[config.mk]
export PLATFORM = sky130hd
export DESIGN_NAME = xtea_cell
export DESIGN_NICKNAME = d
export VERILOG_FILES = /design/src/rtl/xtea_pkg.sv /design/src/rtl/xtea_cell.sv
export SDC_FILE = /design/constraint.sdc
export NUM_CORES = 1
export LEC_CHECK = 0
export ABC_AREA = 1
export BUFFER_PORTS_ARGS = -buffer_cell sky130_fd_sc_hd__buf_2
export CAP_MARGIN = 20
export CELL_PAD_IN_SITES_DETAIL_PLACEMENT = 0
export CELL_PAD_IN_SITES_GLOBAL_PLACEMENT = 1
export CORE_MARGIN = 2
export CORE_UTILIZATION = 25
export CTS_CLUSTER_DIAMETER = 40
export DETAILED_ROUTE_END_ITERATION = 10
export HOLD_SLACK_MARGIN = 0.06
export PLACE_DENSITY = 0.66
export SYNTH_ARGS = -nofsm -noshare
export SYNTH_HDL_FRONTEND = slang
export SYNTH_SLANG_ARGS = --single-unit
export TNS_END_PERCENT = 1
[constraint.sdc]
create_clock -name clk_i -period 0.8 [get_ports clk_i]
set_input_delay 0.08 -clock clk_i [delete_from_list [all_inputs] [get_ports clk_i]]
set_output_delay 0.08 -clock clk_i [all_outputs]
set_load 0.005 [all_outputs]
[src/rtl/xtea_pkg.sv]
// Shared types, constants and the round mixing function for the XTEA cipher.
// No dependencies; every other file in rtl/ imports this package.
`default_nettype none

package xtea_pkg;

  localparam int unsigned WordW   = 32;
  localparam int unsigned KeyWords = 4;
  localparam int unsigned CfgIdxW = 3;

  localparam logic [WordW-1:0] Delta = 32'h9E37_79B9;

  // Request codes
  typedef enum logic {
    REQ_ENCRYPT = 1'b0,
    REQ_DECRYPT = 1'b1
  } req_type_e;

  // Configuration register indexes
  typedef enum logic [CfgIdxW-1:0] {
    CFG_KEY_WORD_0 = 3'd0,
    CFG_KEY_WORD_1 = 3'd1,
    CFG_KEY_WORD_2 = 3'd2,
    CFG_KEY_WORD_3 = 3'd3
  } cfg_reg_e;

  typedef logic [KeyWords-1:0][WordW-1:0] key_t;

  typedef struct packed {
    logic             req_type;
    logic [WordW-1:0] word_in_0;
    logic [WordW-1:0] word_in_1;
  } req_t;

  typedef struct packed {
    logic [WordW-1:0] word_out_0;
    logic [WordW-1:0] word_out_1;
  } rsp_t;

  // Data carried from cell to cell
  typedef struct packed {
    logic             dec;    // decrypt transfer
    logic             phase;  // 0: first half-round of a cycle, 1: second
    logic [WordW-1:0] sum;
    logic [WordW-1:0] v0;
    logic [WordW-1:0] v1;
  } pipe_t;

  function automatic logic [WordW-1:0] mix(input logic [WordW-1:0] x);
    return ((x << 4) ^ (x >> 5)) + x;
  endfunction

endpackage

`default_nettype wire

[src/rtl/xtea_cell.sv]
// One XTEA half-round with its output register; cells are chained in the top level.
// Depends on xtea_pkg.
`default_nettype none

module xtea_cell (
  input  logic            clk_i,
  input  logic            rst_ni,
  input  xtea_pkg::key_t  key_i,
  input  logic            valid_i,
  input  xtea_pkg::pipe_t data_i,
  output logic            valid_o,
  output xtea_pkg::pipe_t data_o
);
  import xtea_pkg::*;

  logic             sel_hi;
  logic [1:0]       kidx;
  logic [WordW-1:0] src, tgt, fval, tgt_n;
  pipe_t            data_d, data_q;
  logic             valid_q;

  // enc/phase0 and dec/phase1 update v0 with key[sum&3];
  // the other two update v1 with key[(sum>>11)&3]
  always_comb begin
    sel_hi = data_i.phase ^ data_i.dec;
    src    = sel_hi ? data_i.v0 : data_i.v1;
    tgt    = sel_hi ? data_i.v1 : data_i.v0;
    kidx   = sel_hi ? data_i.sum[12:11] : data_i.sum[1:0];
    fval   = mix(src) ^ (data_i.sum + key_i[kidx]);
    tgt_n  = data_i.dec ? (tgt - fval) : (tgt + fval);

    data_d       = data_i;
    data_d.phase = ~data_i.phase;
    if (!data_i.phase) begin
      data_d.sum = data_i.dec ? (data_i.sum - Delta) : (data_i.sum + Delta);
    end
    if (sel_hi) begin
      data_d.v1 = tgt_n;
    end else begin
      data_d.v0 = tgt_n;
    end
  end

  always_ff @(posedge clk_i or negedge rst_ni) begin
    if (!rst_ni) begin
      valid_q <= 1'b0;
    end else begin
      valid_q <= valid_i;
    end
  end

  always_ff @(posedge clk_i) begin
    data_q <= data_d;
  end

  assign valid_o = valid_q;
  assign data_o  = data_q;

endmodule

`default_nettype wire

==> flow_metrics.env <==
export IMPL_outcome="finished, violations left"
export IMPL_violations_in_the_final_reports="negative hold slack, negative setup slack"
export IMPL_placed_area_um2=20910
export IMPL_seqCellArea_um2=2007
export IMPL_max_slew_margin_rel=0.6523
export IMPL_grt_setup_unrepaired="yes"
export IMPL_floorplan_die_area_um2=57850
export IMPL_p_int_mw=36.32
export IMPL_setup_violating_endpoint_count_in_the_final_report=194
export IMPL_route_detailed_drc=0
export IMPL_power_leakage_nw=12.86
export IMPL_syn_area_um2=13980
export IMPL_ys_seq_area_frac=0.1421
export IMPL_tritoncts_buffer_count=9
export IMPL_power_share_clock=0.066
export IMPL_critical_path_slowest_cell="sky130_fd_sc_hd__fa_2"
export IMPL_portBuffers=327
export IMPL_final_hold_violations=50
export IMPL_holdCritStartpoint="data_i[53]"
export IMPL_track_usage=0.2226
export IMPL_tritoncts="done"
export IMPL_die_width_um=240.5
export IMPL_critPathLaunch="data_i[96]"
export IMPL_ys_top_cells_by_area="sky130_fd_sc_hd__nand2_1, sky130_fd_sc_hd__dfxtp_1, sky130_fd_sc_hd__ha_1"
export IMPL_fin_area_um2=23620
export IMPL_cp_startpoint_kind="input pin"
export IMPL_finish_utilization=0.4279
export IMPL_post_synth_top_count_cell="sky130_fd_sc_hd__nand2_1"
export IMPL_fin_ws_ns=-4.438
export IMPL_initial_utilization=0.2533
export IMPL_post_synth_most_frequent_cells="sky130_fd_sc_hd__nand2_1, sky130_fd_sc_hd__inv_1, sky130_fd_sc_hd__nor2_1, sky130_fd_sc_hd__nand3_1, sky130_fd_sc_hd__o21ai_0"
export IMPL_finalHoldWorstSlack_ns=-0.07046
export IMPL_place_congestion=0.9286
export IMPL_synth_top_cell_by_area="sky130_fd_sc_hd__nand2_1"
export IMPL_clock_tree_buffer_depth=2
export IMPL_half_perimeter_wire_length_of_the_detailed_placement_result_mm=55.47
export IMPL_area_growth_syn_to_layout_pct=68.90
export IMPL_path_clk_slew_ns=0.07
export IMPL_syn_inst=2452
export IMPL_yosys_register_bits=99
export IMPL_drt_iter0_markers=792
export IMPL_cp_required_ns=1.09
export IMPL_layout_drive_gt1_share=0.3967
export IMPL_hold_path_end="data_o[53]$_DFF_P_"
export IMPL_grt_remaining_overflow=0
export IMPL_p_switching_mw=31.79
export IMPL_power_density_nw_per_um2=2884
export IMPL_async_s_r_ff_share_synth=0.01010
export IMPL_postSynth_topFlopCell="sky130_fd_sc_hd__dfxtp_1"
export IMPL_peakVddDrop_mv=1.348
export IMPL_yosysWarnings=0
export IMPL_multiInputGateArea_um2=12050
export IMPL_fp_dieH_um=240.5
export IMPL_avgSynthCellArea_um2=5.703
export IMPL_worst_setup_path_type="in2reg"
export IMPL_design_final_nets=3766
export IMPL_netSwitchingFraction=0.4668
export IMPL_clkSinkCount=99
export IMPL_diodes=0
export IMPL_antenna_left=0
export IMPL_combPwrFrac=0.826
export IMPL_share_seq_of_total_power=0.108
export IMPL_routed_via_count=18870
export IMPL_firstDrtPassIters=5
export IMPL_timing_critical_path_to_type="register"
export IMPL_grt_pass1_vias=18850
export IMPL_post_synth_top_area_fraction=0.2244
export IMPL_critPathArrivalTime_ns=5.52
export IMPL_routedWlPerCell_um=15.70
export IMPL_cts_htree_levels=3
export IMPL_grt_start_max_net_pins=46
export IMPL_final_cycle_share=6.547
export IMPL_hold_path_cell_count=3
export IMPL_synthesis_nets=2815
export IMPL_cp_max_fo=4
export IMPL_wire_length_of_the_first_global_routing_pass_mm=99.70
export IMPL_io_pins=328
export IMPL_netlist_cell_type_count=50
export IMPL_drv_slew=0
export IMPL_hold_class="in2reg"
export IMPL_maximum_frequency_from_static_timing_analysis_mhz=190.9
export IMPL_core_um2=55200
export IMPL_routed_wirelength_mm=65.24
export IMPL_rows=86
export IMPL_critical_path_max_stage_delay_ns=0.56
export IMPL_viasPerCell=4.541
export IMPL_grt_antenna_before_repair=0
export IMPL_clock_root_buffer_master="sky130_fd_sc_hd__clkbuf_16"
export IMPL_max_cap_violations=0
export IMPL_synth_edff_count=0
export IMPL_final_min_clock_period_ns=5.238
export IMPL_worst_slew_pin_transition_ns=0.5171
export IMPL_num_fill_cells=5874
## worst max-delay path by stage
stage | cells past startpoint | end | slack [ns]
after CTS | 34 | data_o[29]$_DFF_P_ | -4.26
final | 35 | data_o[29]$_DFF_P_ | -4.44
after floorplan | 37 | data_o[29]$_DFF_P_ | -4.14
after global routing | 42 | data_o[29]$_DFF_P_ | -4.74
after global placement | 33 | data_o[29]$_DFF_P_ | -5.40
after detailed placement | 33 | data_o[29]$_DFF_P_ | -5.46
## per-layer routing
metal	global-route usage	vias to the layer above	part of all wire
met3	0.02710	68	0.036
met5	0	-	0
met4	0.06174	0	0.025
met2	0.3960	402	0.48
li1	-	9773	-
met1	0.2808	8629	0.46
## sequential cells by signal, summed over array words and instances, names as in the netlist
signal	flops
data_o	98
valid_o	1
## critical path: cells and delay by family
family,cells,cell delay [ns]
buffers and inverters,9,0.90
AND/OR/NAND/NOR,10,1.29
AO/OA/AOI/OAI,10,1.67
XOR/XNOR,2,0.34
adder cells (fa/ha/maj),4,1.22
## kinds of logic (layout without fill, tap and decap cells)
logic type / Yosys count / count (layout) / synth area share
DFF: 99 / 99 / 0.1421
buffers and inverters: 378 / 1333 / 0.1028
xor gates and xnor gates: 116 / 116 / 0.07265
adders and majority gates: 134 / 134 / 0.1220
muxes: 1 / 1 / 0.0007158
AOI/OAI and AO/OA: 386 / 387 / 0.1602
and+or+nand+nor: 1338 / 1338 / 0.3996
## what timing repair did
action,CTS,global route
hold buffers,22,2
resized for setup,220,181
hold endpoints to repair,79,57
cloned,5,0
setup buffers,42,15
endpoints found under the setup margin,194,194
pin swaps,80,50
## area by class of cell
cell class                      count  share of cell area
Clock buffer                       11             0.01070
Clock inverter                      5            0.001483
Inverter                          328             0.05297
Multi-Input combinational cell   1976              0.5100
Sequential cell                    99             0.08497
Tap cell                          748             0.03962
Timing Repair Buffer              988              0.3001
Timing Repair inverter              1           0.0001589
## cell usage in the layout (no fill, tap or decap), types with 9 or more instances in the layout
cell type and instances:
sky130_fd_sc_hd__nand2_1 776, sky130_fd_sc_hd__buf_4 603, sky130_fd_sc_hd__buf_2 311, sky130_fd_sc_hd__inv_1 302, sky130_fd_sc_hd__nor2_1 178, sky130_fd_sc_hd__nand3_1 131, sky130_fd_sc_hd__ha_1 109, sky130_fd_sc_hd__o21ai_0 94
sky130_fd_sc_hd__a21oi_1 91, sky130_fd_sc_hd__dfxtp_1 82, sky130_fd_sc_hd__nand2_2 60, sky130_fd_sc_hd__xor2_1 51, sky130_fd_sc_hd__or2_2 40, sky130_fd_sc_hd__xnor2_1 34, sky130_fd_sc_hd__o21ai_1 33, sky130_fd_sc_hd__buf_6 31
sky130_fd_sc_hd__a21oi_2 30, sky130_fd_sc_hd__nor2_2 29, sky130_fd_sc_hd__nand4_1 26, sky130_fd_sc_hd__o211ai_1 25, sky130_fd_sc_hd__inv_2 24, sky130_fd_sc_hd__dlygate4sd3_1 24, sky130_fd_sc_hd__nand3_2 21, sky130_fd_sc_hd__nor3_1 20
sky130_fd_sc_hd__xor2_2 19, sky130_fd_sc_hd__ha_4 19, sky130_fd_sc_hd__o21ai_2 16, sky130_fd_sc_hd__dfxtp_2 16, sky130_fd_sc_hd__o31ai_1 13, sky130_fd_sc_hd__nor2_4 13, sky130_fd_sc_hd__buf_12 13, sky130_fd_sc_hd__o21bai_1 12
sky130_fd_sc_hd__nand2_4 11, sky130_fd_sc_hd__o31ai_2 11, sky130_fd_sc_hd__a21o_1 11, sky130_fd_sc_hd__xnor2_2 9, sky130_fd_sc_hd__clkbuf_16 9
## power groups by stage
| stage | Combinational [mW] | Clock, mW | Sequential [mW] |
|---|---|---|---|
| floorplan | 23.4 | 0 | 7.74 |
| global placement | 46.9 | 0 | 7.42 |
| detailed placement | 47.2 | 0 | 7.43 |
| CTS | 51.9 | 4.71 | 7.34 |
| global route | 61.5 | 4.84 | 7.53 |
| finish | 56.2 | 4.51 | 7.36 |
## through the flow
stage | total power [mW] | worst slack, ns | hold WS (ns) | setup TNS, ns | instances
after floorplan | 31.10 | -4.142 | -0.2156 | -262.83 | 2452
after global placement | 54.27 | -5.401 | -0.1455 | -343.84 | 4057
after detailed placement | 54.59 | -5.456 | -0.1441 | -349.26 | 4057
after CTS | 63.91 | -4.263 | -0.09842 | -295.79 | 4139
after global routing | 73.84 | -4.735 | -0.07589 | -303.78 | 4156
final | 68.11 | -4.438 | -0.07046 | -279.41 | 4156
Power figures use the tool's default switching activity.
